[src/twb_pkg.sv]
// Shared types, constants and the control program for the task watchdog bank.
// No dependencies; imported by twb_sequencer and task_watchdog_bank_with_timers_unit.
package twb_pkg;

    localparam int NUM_WATCHDOGS      = 8;
    localparam int NUM_TIMERS         = 2;
    localparam int WDG_IDX_W          = (NUM_WATCHDOGS > 1) ? $clog2(NUM_WATCHDOGS) : 1;

    localparam int SECONDS_PER_DAY    = 86400;
    localparam int TICKS_PER_TIMEOUT  = 6;
    localparam int RESET_TICK_SECONDS = 5;
    localparam logic [15:0] WDG_RESET_VALUE = 16'(RESET_TICK_SECONDS * TICKS_PER_TIMEOUT);
    localparam logic [19:0] DAY_RESET_VALUE = 20'(SECONDS_PER_DAY / RESET_TICK_SECONDS);

    // configuration port
    localparam int CFG_IDX_W  = 2;
    localparam int CFG_DATA_W = 20;
    localparam logic [CFG_IDX_W-1:0] CFG_TICK_SECONDS = 2'd0;
    localparam logic [CFG_IDX_W-1:0] CFG_DAY_TICKS    = 2'd1;

    // request opcodes
    localparam logic [1:0] OP_TICK      = 2'd0;
    localparam logic [1:0] OP_KICK      = 2'd1;
    localparam logic [1:0] OP_LOAD_POLL = 2'd2;
    localparam logic [1:0] OP_LOAD_DIAL = 2'd3;

    typedef struct packed {
        logic [1:0]  opcode;
        logic [2:0]  channel;
        logic [31:0] load_value;
    } req_t;

    typedef struct packed {
        logic        watchdog_expired;
        logic [2:0]  expired_channel;
        logic        daily_reset;
        logic [15:0] poll_remaining;
        logic [31:0] dial_remaining;
    } rsp_t;

    // micro-operations driving the datapath
    typedef enum logic [3:0] {
        UOP_IDLE,
        UOP_WDG_DEC,
        UOP_POLL_DEC,
        UOP_DIAL_DEC,
        UOP_DAY,
        UOP_KICK,
        UOP_POLL_LOAD,
        UOP_DIAL_LOAD,
        UOP_RESULT
    } uop_t;

    typedef enum logic [1:0] {
        JMP_NEXT,
        JMP_GOTO,
        JMP_LOOP,
        JMP_DISPATCH
    } jmp_t;

    localparam int STEP_W = 4;
    typedef logic [STEP_W-1:0] step_t;

    localparam step_t ST_IDLE      = 4'd0;
    localparam step_t ST_WDG       = 4'd1;
    localparam step_t ST_POLL      = 4'd2;
    localparam step_t ST_DIAL      = 4'd3;
    localparam step_t ST_DAY       = 4'd4;
    localparam step_t ST_KICK      = 4'd5;
    localparam step_t ST_POLL_LOAD = 4'd6;
    localparam step_t ST_DIAL_LOAD = 4'd7;
    localparam step_t ST_RESULT    = 4'd8;

    typedef struct packed {
        uop_t  op;
        jmp_t  jmp;
        step_t target;
    } ucode_t;

    // sequencer -> datapath
    typedef struct packed {
        uop_t op;
        logic busy;
        logic accept;
    } ctrl_t;

    // datapath/ports -> sequencer
    typedef struct packed {
        logic       start;
        logic       frozen;
        logic [1:0] opcode;
        logic       idx_last;
    } stat_t;

    // control program: one word per step
    function automatic ucode_t ucode_rom(step_t s);
        ucode_t w;
        unique case (s)
            ST_IDLE:      w = '{op: UOP_IDLE,      jmp: JMP_DISPATCH, target: ST_IDLE};
            ST_WDG:       w = '{op: UOP_WDG_DEC,   jmp: JMP_LOOP,     target: ST_WDG};
            ST_POLL:      w = '{op: UOP_POLL_DEC,  jmp: JMP_NEXT,     target: ST_IDLE};
            ST_DIAL:      w = '{op: UOP_DIAL_DEC,  jmp: JMP_NEXT,     target: ST_IDLE};
            ST_DAY:       w = '{op: UOP_DAY,       jmp: JMP_GOTO,     target: ST_RESULT};
            ST_KICK:      w = '{op: UOP_KICK,      jmp: JMP_GOTO,     target: ST_RESULT};
            ST_POLL_LOAD: w = '{op: UOP_POLL_LOAD, jmp: JMP_GOTO,     target: ST_RESULT};
            ST_DIAL_LOAD: w = '{op: UOP_DIAL_LOAD, jmp: JMP_GOTO,     target: ST_RESULT};
            ST_RESULT:    w = '{op: UOP_RESULT,    jmp: JMP_GOTO,     target: ST_IDLE};
            default:      w = '{op: UOP_IDLE,      jmp: JMP_GOTO,     target: ST_IDLE};
        endcase
        return w;
    endfunction

endpackage

[src/twb_sequencer.sv]
// Microcoded step sequencer: step counter, control word lookup and jumps.
// Depends on twb_pkg (ucode_rom, ctrl_t, stat_t).
module twb_sequencer
    import twb_pkg::*;
(
    input  logic  clk,
    input  logic  rst_n,
    input  stat_t stat,
    output ctrl_t ctrl
);

    step_t  step_reg;
    step_t  step_next;
    ucode_t word;

    assign word = ucode_rom(step_reg);

    always_ff @(posedge clk or negedge rst_n)
    begin
        if (!rst_n)
        begin
            step_reg <= ST_IDLE;
        end
        else
        begin
            step_reg <= step_next;
        end
    end

    always_comb
    begin
        step_next   = step_reg + 1'b1;
        ctrl.op     = word.op;
        ctrl.busy   = (step_reg != ST_IDLE);
        ctrl.accept = (step_reg == ST_IDLE) && stat.start;
        unique case (word.jmp)
            JMP_NEXT: step_next = step_reg + 1'b1;
            JMP_GOTO: step_next = word.target;
            // repeat the step until the last watchdog has been walked
            JMP_LOOP: step_next = stat.idx_last ? step_reg + 1'b1 : word.target;
            JMP_DISPATCH:
            begin
                priority if (!stat.start)
                begin
                    step_next = ST_IDLE;
                end
                else if (stat.frozen)
                begin
                    step_next = ST_RESULT;
                end
                else
                begin
                    unique case (stat.opcode)
                        OP_TICK:      step_next = ST_WDG;
                        OP_KICK:      step_next = ST_KICK;
                        OP_LOAD_POLL: step_next = ST_POLL_LOAD;
                        OP_LOAD_DIAL: step_next = ST_DIAL_LOAD;
                        default:      step_next = ST_IDLE;
                    endcase
                end
            end
            default: step_next = ST_IDLE;
        endcase
    end

endmodule

[src/task_watchdog_bank_with_timers_unit.sv]
// Top level of the task watchdog bank: datapath, registers and result port.
// Depends on twb_pkg and twb_sequencer.

// A request is taken when start is high and busy is low. In a tick, one
// shared saturating subtractor walks the watchdogs one per cycle, then the
// poll timer, the dial timer and the day counter each take a step. Kick and
// timer loads do their own step and then the result step; once a watchdog
// has expired every request goes straight to the result step. The result
// appears on rsp with done high for exactly one cycle, in the cycle in
// which busy falls, and must be captured there: there is no way to hold it.
// A new request may be started in that same cycle. Configuration writes
// are always ready and are to be issued while idle.
module task_watchdog_bank_with_timers_unit
    import twb_pkg::*;
(
    input  logic                  clk,
    input  logic                  rst_n,
    input  logic                  start,
    output logic                  busy,
    input  req_t                  req,
    output logic                  done,
    output rsp_t                  rsp,
    input  logic                  cfg_valid,
    output logic                  cfg_ready,
    input  logic [CFG_IDX_W-1:0]  cfg_index,
    input  logic [CFG_DATA_W-1:0] cfg_data
);

    ctrl_t ctrl;
    stat_t stat;

    logic [15:0]          wdg_reg [NUM_WATCHDOGS];
    logic [WDG_IDX_W-1:0] idx_reg;
    logic [31:0]          poll_reg;
    logic [31:0]          dial_reg;
    logic [19:0]          day_reg;
    logic                 expired_reg;
    logic [2:0]           exp_idx_reg;
    logic                 pulse_reg;
    logic [7:0]           tick_sec_reg;
    logic [19:0]          day_ticks_reg;
    req_t                 req_reg;
    logic                 done_reg;
    rsp_t                 rsp_reg;

    logic                 idx_last;
    logic                 kick_ok;
    logic [31:0]          sub_opnd;
    logic [31:0]          sub_res;

    twb_sequencer u_seq (
        .clk   (clk),
        .rst_n (rst_n),
        .stat  (stat),
        .ctrl  (ctrl)
    );

    assign idx_last      = (idx_reg == WDG_IDX_W'(NUM_WATCHDOGS - 1));
    assign stat.start    = start;
    assign stat.frozen   = expired_reg;
    assign stat.opcode   = req.opcode;
    assign stat.idx_last = idx_last;

    assign busy      = ctrl.busy;
    assign cfg_ready = 1'b1;
    assign done      = done_reg;
    assign rsp       = rsp_reg;
    assign kick_ok   = ({29'd0, req_reg.channel} < 32'(NUM_WATCHDOGS));

    // shared saturating subtractor
    always_comb
    begin
        unique case (ctrl.op)
            UOP_WDG_DEC:  sub_opnd = {16'd0, wdg_reg[idx_reg]};
            UOP_POLL_DEC: sub_opnd = poll_reg;
            default:      sub_opnd = dial_reg;
        endcase
        sub_res = (sub_opnd > {24'd0, tick_sec_reg}) ? sub_opnd - {24'd0, tick_sec_reg} : 32'd0;
    end

    // hold the request for the whole sequence
    always_ff @(posedge clk)
    begin
        if (ctrl.accept)
        begin
            req_reg <= req;
        end
    end

    always_ff @(posedge clk or negedge rst_n)
    begin
        if (!rst_n)
        begin
            for (int i = 0; i < NUM_WATCHDOGS; i++)
            begin
                wdg_reg[i] <= WDG_RESET_VALUE;
            end
            idx_reg       <= '0;
            poll_reg      <= '0;
            dial_reg      <= '0;
            day_reg       <= DAY_RESET_VALUE;
            expired_reg   <= 1'b0;
            exp_idx_reg   <= '0;
            pulse_reg     <= 1'b0;
            tick_sec_reg  <= 8'(RESET_TICK_SECONDS);
            day_ticks_reg <= DAY_RESET_VALUE;
            done_reg      <= 1'b0;
        end
        else
        begin
            done_reg <= (ctrl.op == UOP_RESULT);
            if (cfg_valid && cfg_ready)
            begin
                if (cfg_index == CFG_TICK_SECONDS)
                begin
                    tick_sec_reg <= cfg_data[7:0];
                end
                else if (cfg_index == CFG_DAY_TICKS)
                begin
                    day_ticks_reg <= cfg_data;
                end
            end
            unique case (ctrl.op)
                UOP_IDLE:
                begin
                    idx_reg <= '0;
                    if (ctrl.accept)
                    begin
                        pulse_reg <= 1'b0;
                    end
                end
                UOP_WDG_DEC:
                begin
                    wdg_reg[idx_reg] <= sub_res[15:0];
                    // latch only the first watchdog to hit zero
                    if (sub_res[15:0] == 16'd0 && !expired_reg)
                    begin
                        expired_reg <= 1'b1;
                        exp_idx_reg <= 3'(idx_reg);
                    end
                    idx_reg <= idx_last ? '0 : idx_reg + 1'b1;
                end
                UOP_POLL_DEC:
                begin
                    if (!expired_reg && NUM_TIMERS > 0)
                    begin
                        poll_reg <= sub_res;
                    end
                end
                UOP_DIAL_DEC:
                begin
                    if (!expired_reg && NUM_TIMERS > 1)
                    begin
                        dial_reg <= sub_res;
                    end
                end
                UOP_DAY:
                begin
                    if (!expired_reg)
                    begin
                        if (day_reg <= 20'd1)
                        begin
                            pulse_reg <= 1'b1;
                            day_reg   <= day_ticks_reg;
                        end
                        else
                        begin
                            day_reg <= day_reg - 1'b1;
                        end
                    end
                end
                UOP_KICK:
                begin
                    if (kick_ok)
                    begin
                        wdg_reg[WDG_IDX_W'(req_reg.channel)] <= req_reg.load_value[15:0];
                    end
                end
                UOP_POLL_LOAD: poll_reg <= {16'd0, req_reg.load_value[15:0]};
                UOP_DIAL_LOAD: dial_reg <= req_reg.load_value;
                UOP_RESULT:    ;
                default:       ;
            endcase
        end
    end

    // result register
    always_ff @(posedge clk)
    begin
        if (ctrl.op == UOP_RESULT)
        begin
            rsp_reg.watchdog_expired <= expired_reg;
            rsp_reg.expired_channel  <= expired_reg ? exp_idx_reg : 3'd0;
            rsp_reg.daily_reset      <= pulse_reg;
            rsp_reg.poll_remaining   <= poll_reg[15:0];
            rsp_reg.dial_remaining   <= dial_reg;
        end
    end

    a_done_idle: assert property (@(posedge clk) disable iff (!rst_n)
        done |-> !busy)
        else $error("result shown while a request is still in progress");

    a_accept_busy: assert property (@(posedge clk) disable iff (!rst_n)
        (start && !busy) |=> busy)
        else $error("accepted request did not start the sequence");

    a_expired_sticky: assert property (@(posedge clk) disable iff (!rst_n)
        expired_reg |=> expired_reg)
        else $error("expired flag dropped without reset");

    a_frozen_timers: assert property (@(posedge clk) disable iff (!rst_n)
        ($past(expired_reg) && expired_reg) |-> ($stable(poll_reg) && $stable(dial_reg)))
        else $error("timers moved after expiry");

    a_pulse_not_frozen: assert property (@(posedge clk) disable iff (!rst_n)
        (done && rsp.daily_reset) |-> !rsp.watchdog_expired)
        else $error("daily reset pulse reported together with expiry");

endmodule
[config.mk]
export PLATFORM = sky130hd
export DESIGN_NAME = task_watchdog_bank_with_timers_unit
export DESIGN_NICKNAME = d
export VERILOG_FILES = /design/src/twb_pkg.sv /design/src/twb_sequencer.sv /design/src/task_watchdog_bank_with_timers_unit.sv
export SDC_FILE = /design/constraint.sdc
export NUM_CORES = 1
export LEC_CHECK = 0
export BUFFER_PORTS_ARGS = -buffer_cell sky130_fd_sc_hd__buf_2
export CAP_MARGIN = 10
export CORE_AREA = 2 2 178 163
export CTS_CLUSTER_SIZE = 40
export DETAILED_ROUTE_END_ITERATION = 8
export DIE_AREA = 0 0 180 165
export GPL_ROUTABILITY_DRIVEN = 0
export PLACE_DENSITY = 0.8
export SLEW_MARGIN = 20
export SYNTH_ARGS = -nofsm -noshare
export SYNTH_HDL_FRONTEND = slang
export SYNTH_SLANG_ARGS = --single-unit
[constraint.sdc]
create_clock -name clk -period 8.9 [get_ports clk]
set_clock_uncertainty 0.05 [all_clocks]
set_input_delay 1.335 -clock clk [delete_from_list [all_inputs] [get_ports clk]]
set_output_delay 1.335 -clock clk [all_outputs]
set_load 0.05 [all_outputs]
Word level (Yosys, flattened, before mapping)
Memories as Yosys holds them, arrays and structs flattened.
Index checks and enable logic that the tools add are counted.
{ "op_classes": {"n_addsub": 4, "n_lt_le_gt_ge": 6, "n_eq_ne": 21, "mux": 27, "bitwise_logic": 4, "n_reduce_logical": 24} }
{ "op_table": {"columns": ["op", "n"], "rows": [
  ["$bwmux 128", 2],
  ["$pmux 128 s2", 1],
  ["$pmux 32 s2", 3],
  ["$demux 16 s3", 2],
  ["$mux 16", 4],
  ["$mux 32", 2],
  ["$bmux 16 s3", 1],
  ["$gt 32x8->1", 1],
  ["$pmux 4 s4", 2],
  ["$sub 32x8->32", 1],
  ["$le 20x1->1 const B", 1],
  ["$mux 20", 1],
  ["$sub 20x1->20 const B", 1],
  ["$eq 4x3->1 const B", 4],
  ["$logic_not 16->1", 1],
  ["$mux 4", 3],
  ["$ne 2x2->1 const B", 5],
  ["$reduce_and 2->1", 5],
  ["$reduce_bool 2->1", 5],
  ["$eq 2x2->1 const B", 4],
  ["$eq 4x2->1 const B", 2],
  ["$ge 4x4->1 const B", 2],
  ["$logic_not 4->1", 2],
  ["$lt 4x1->1 const B", 2],
  ["18 further kinds", 29]
]} }
{ "totals": {"regBits": 341, "mem_bits_ro": 128, "in_bits": 63, "elab_cells": 113, "mem_count": 1} }
{ "mem_list": {"columns": ["memory", "words", "word_bits", "rd", "rd_clocked_by_memory_dff", "write_ports", "line_no", "rtl"], "rows": [
  ["(no name shown)", 16, 8, 1, 0, 0, "twb_pkg.sv:98", "unique case (s)"]
]} }

Longest topological paths before layout
{ "logic_depth": {"ltp_word": 10, "depth_mapped": 25, "mapped_depth_nobuf": 18} }

By module
A second synthesis with hierarchy kept.
{ "hier_totals": {"hier_cells": 1765, "hier_area_um2": 17565.6} }
{ "by_module_without_submodules": {"columns": ["mod", "n_inst", "cells_each", "area_each_um2"], "rows": [
  ["task_watchdog_bank_with_timers_unit", 1, 1733, 17264.1],
  ["twb_sequencer", 1, 32, 301.5]
]} }

Least setup slack after synthesis
No wires, ideal clock.
{ "synth_path": {"kind": "register -> register", "from": "reg idx_reg[0]", "to": "reg exp_idx_reg[2]", "arrival_ns": 5.336, "required_time_ns": 8.722, "setup_slack_ns": 3.387, "path_stages_with_launch": 24, "synth_period_minus_slack_ns": 5.513, "cell_sequence": "dfrtp_1 -> buf_6 -> buf_6 -> clkbuf_1 -> clkbuf_1 -> clkbuf_1 -> mux2i_1 -> nand2_1 -> o21ai_0 -> a21oi_1 -> o21ai_0 -> nor2_1 -> a221oi_1 -> ha_1 -> fa_1 -> nor2b_1 -> o21ai_1 -> a21boi_0 -> nor2_1 -> xnor2_1 -> or4_1 -> or4_4 -> o41ai_4 -> mux2_1"} }
{ "synth_between": {"elab_chain_cells": 10, "elab_cells_between_ends": 11, "classes_between": "add/sub (1); order compare (1); mux (5); bitwise (1); reduce/logical (3)"} }
{ "synth_lines": {"columns": ["element", "line_no", "rtl"], "rows": [
  ["start: declaration", "task_watchdog_bank_with_timers_unit.sv:33", "logic [WDG_IDX_W-1:0] idx_reg;"],
  ["start signal: assignment", "task_watchdog_bank_with_timers_unit.sv:141", "idx_reg <= idx_last ? '0 : idx_reg + 1'b1;"],
  ["$not 3->4 (implied by the code) *", "task_watchdog_bank_with_timers_unit.sv:74", "UOP_WDG_DEC: sub_opnd = {16'd0, wdg_reg[idx_reg]};"],
  ["$bmux 16 s3 *", "task_watchdog_bank_with_timers_unit.sv:74", null],
  ["$mux 16 (implied by the code) * (2 in series)", "task_watchdog_bank_with_timers_unit.sv:74", null],
  ["$pmux 32 s2 *", "task_watchdog_bank_with_timers_unit.sv:73", "unique case (ctrl.op)"],
  ["$sub 32x8->32 or $gt 32x8->1 (tied branches)", "task_watchdog_bank_with_timers_unit.sv:78", "sub_res = (sub_opnd > {24'd0, tick_sec_reg}) ? sub_opnd - {24'd0, tick_sec_reg} : 32'd0;"],
  ["$mux 32 *", "task_watchdog_bank_with_timers_unit.sv:78", null],
  ["$logic_not 16->1 *", "task_watchdog_bank_with_timers_unit.sv:136", "if (sub_res[15:0] == 16'd0 && !expired_reg)"],
  ["$logic_and 1x1->1 *", "task_watchdog_bank_with_timers_unit.sv:136", null],
  ["$reduce_and 2->1 (no source line) *", null, null],
  ["end signal: assignment", "task_watchdog_bank_with_timers_unit.sv:139", "exp_idx_reg <= 3'(idx_reg);"],
  ["end: declaration", "task_watchdog_bank_with_timers_unit.sv:38", "logic [2:0] exp_idx_reg;"]
]} }
Every way passes the cells marked *; elsewhere a longest branch is shown, timed or not. The select of a mux whose other input is x is not followed.
A chain may end at the register's enable or synchronous reset.

Worst setup path after layout
{ "layout_path": {"from": "reg u_seq.step_reg[0]", "to": "reg dial_reg[9]"} }
{ "layout_between": {"elab_chain_cells": 7, "elab_cells_between_ends": 14, "classes_between": "add/sub (1); order compare (1); eq/ne (5); mux (4); reduce/logical (2); memory (1)"} }
{ "layout_lines": {"columns": ["element", "line_no", "rtl"], "rows": [
  ["start: declaration", "twb_sequencer.sv:12", "step_t step_reg;"],
  ["start signal: assignment", "twb_sequencer.sv:26", "step_reg <= step_next;"],
  ["$mem_v2 16x8 *", null, null],
  ["$eq 4x2->1 or $eq 4x1->1 (tied branches)", "task_watchdog_bank_with_timers_unit.sv:73", null],
  ["$pmux 32 s2", "task_watchdog_bank_with_timers_unit.sv:73", null],
  ["$sub 32x8->32 or $gt 32x8->1 (tied branches)", "task_watchdog_bank_with_timers_unit.sv:78", null],
  ["$mux 32", "task_watchdog_bank_with_timers_unit.sv:78", null],
  ["$mux 32", "task_watchdog_bank_with_timers_unit.sv:152", "if (!expired_reg && NUM_TIMERS > 1)"],
  ["$pmux 32 s2", "task_watchdog_bank_with_timers_unit.sv:123", "unique case (ctrl.op)"],
  ["end signal: assignment", "task_watchdog_bank_with_timers_unit.sv:154", "dial_reg <= sub_res;"],
  ["end signal: assignment", "task_watchdog_bank_with_timers_unit.sv:180", "UOP_DIAL_LOAD: dial_reg <= req_reg.load_value;"],
  ["end: declaration", "task_watchdog_bank_with_timers_unit.sv:35", "logic [31:0] dial_reg;"]
]} }
Marks and branches as above.

==> flow_summary.yaml <==
clock_tree:
  path_clk_slew_ns: 0.06
  hold_buffers: 0
  clockBufferDepth: 3
  post_cts_buffers: 0
  h-tree-depth: 2
  cts.root.buffer_cell: "clkbuf_16"
  worstSkewPairLatency_ns: 0.53
  cts_sinks: 341
  cts_made_buffers: 35
  cts_tree: "done"
  cts_repair_resize_count: 0
worst_setup_path:
  crit_arrival_ns: 6.41
  r2r_cells: 15
  crit_required_ns: 9.26
  r2r-start: "u_seq.step_reg[0]"
  endpoint_kind: "register"
  start_kind: "register"
  r2r_setup_slack_ns: 2.85
  crit_fanout: 33
  r2r-end: "dial_reg[9]"
  path_class: "reg -> reg"
logic_synthesis:
  synth.area.mux_share: 0.0526
  syn_area_mm2: 0.0171
  syn-num-nets: 1785
  synth_common_cells: "nand2_1, o21ai_0, dfrtp_1"
  synth-compound-area-share: 0.221
  synthAdderAreaFrac: 0.0122
  synth_top_area_cell: "dfrtp_1"
  ys_ff_latch: 341
  yosysMostFrequentCell: "nand2_1"
  ys_types: 81
  yosys.area_share.simple: 0.132
  syn_inst: 1706
  synth-warning-count: 0
  synth.avg_cell_area_um2: 10.0
  synth_edf_count: 88
  ys_async_sr_fraction: 0.742
  synth-xor-area-share: 0.0154
  yosys.area.top_type_share: 0.309
  synth_top_family_by_area: "compound AO/OA/AOI/OAI gates"
  ys_seq_area_frac: 0.528
  synth_flop_cell: "dfrtp_1"
  yosys-top-cells-area: "dfrtp_1, edfxtp_1, o21ai_0"
final_layout:
  syn_to_final_growth_pct: 12.3
  regArea_mm2: 0.00903
  utilization: 0.694
  largest_reg_flops: 128
  drive_above_1_share: 0.183
  n_antenna_cell: 0
  postLayoutCellArea_mm2: 0.0192
  multi_input_area_mm2: 0.00753
  fillerInstances: 2007
  final_nets: 1842
routing:
  wl_mm: 51.2
  antenna_left: 0
  drt-vias-per-instance: 6.87
  dr.pass1.iters: 6
  via_count: 14800
  drc_errors: 0
  wl_per_cell_um: 23.8
  initialDrtViolationCount: 2220
min_path:
  hold-path-endpoint: "rsp[48]"
  hold_path_class: "reg -> reg"
  min-delay-start: "pulse_reg"
  hold_depth: 0
sta:
  fmax_mhz: 165
  grt_setup_unrepaired: "false"
  fin_ws_ns: 2.85
  drv_slew: 0
  finalSetupViolCount: 0
  tightest_slew_ns: 1.23
  fin_crit_ns: 6.05
  fin_crit_sh: 0.679
  finalSetupTns_ns: 0
  finalHoldViolations: 0
  relSlewSlack: 0.181
die:
  chipHeight_um: 165
  die_w_um: 180
  ioPinCount: 119
  start_util: 0.618
  die_area_mm2: 0.0297
  rows: 58
  core_area_mm2: 0.0276
grt:
  grt_pass1_vias: 13900
  grt_pass1_wl_mm: 79.3
  use_met2: 0.515
  grt_util_all_layers: 0.342
  grtUsageMet1: 0.487
  grt_remaining_overflow: 0
  grt_max_degree: 134
  antenna_found_initial: 0
  busiest_layer: "met2"
  met3_usage: 0.0748
outcome:
  status: "completed"
placed_design:
  place_ws_ns: 3.15
  place_area_mm2: 0.0179
  port-buffer-count: 117
  hpwl_mm: 33.1
pwr:
  powerDensity_mw_per_mm2: 393
  ir_drop_v: 0.000270
  p_leak_nw: 7.63
flow_run:
  cap_violations: 0
[report_power, final]
part	switching, mW	internal (mW)
Combinational	2.35	1.11
Sequential	0.425	2.09
Clock	0.611	0.942
Total	3.39	4.14
[stage by stage]
step                std cells  power (mW)  hold slack, ns
global placement         2084        5.74           0.406
global route             2149        7.87           0.436
CTS                      2147        7.40           0.417
finish                   2149        7.53           0.415
floorplan                1706        4.83           0.369
detailed placement       2084        5.83           0.406
[cell type report]
cell class / instances / area share
clock buffer: 46 / 0.0505
clock inverter: 17 / 0.0122
inverter: 24 / 0.00470
multi-input combinational: 1208 / 0.392
sequential: 341 / 0.470
tap: 360 / 0.0235
timing repair buffer: 153 / 0.0464
[cell usage in the layout (no fill, tap or decap), drive strengths merged, types with 24 or more instances in the layout]
cell type and n:
edfxtp 88, dfrtp 211, clkbuf 46, a22o 25
dfstp 42, a21oi 62, o21ai 267, nor3 43
nand2 249, mux2i 29, mux2 40, buf 153
a22oi 146, nor2 73, inv 24
[metal layers]
layer | vias to the layer above | wire, um | part of all wire
met3 | 171 | 6340 | 0.12
met5 | - | 0 | 0
met2 | 1112 | 22500 | 0.44
li1 | 6372 | - | -
met1 | 7116 | 20300 | 0.40
met4 | 0 | 2080 | 0.041
[how the worst max path moves through the flow]
stage / startpoint / end / slack, ns / cells past startpoint
floorplan: idx_reg[0] / exp_idx_reg[2] / 3.39 / 23
CTS: u_seq.step_reg[0] / exp_idx_reg[2] / 3.12 / 15
global placement: u_seq.step_reg[0] / exp_idx_reg[1] / 3.36 / 15
global route: u_seq.step_reg[0] / exp_idx_reg[1] / 2.62 / 15
finish: u_seq.step_reg[0] / dial_reg[9] / 2.85 / 15
detailed placement: u_seq.step_reg[0] / exp_idx_reg[2] / 3.15 / 15
[worst max-delay path, cell delays in order, from the launching register on]
cell and delay (ns):
dfrtp_1 1.04, nor4b_2 0.86, nor2_1 0.28, buf_4 0.28
a222oi_1 0.25, inv_1 0.09, ha_1 0.35, a21oi_1 0.22
o21ai_0 0.23, o21ai_0 0.22, and4_1 0.23, nor3b_2 0.48
buf_4 0.44, nand2b_1 0.44, o21ai_0 0.18, mux2_2 0.28
[logic make-up after synthesis]
group	count (synthesis)
multiplexers	76
buffers and inverters	157
XOR/XNOR	30
adder cells (fa/ha/maj)	16
other	1
AND/OR/NAND/NOR	490
flip-flops	341
AO/OA/AOI/OAI	595
Power figures use the tool's default switching activity.
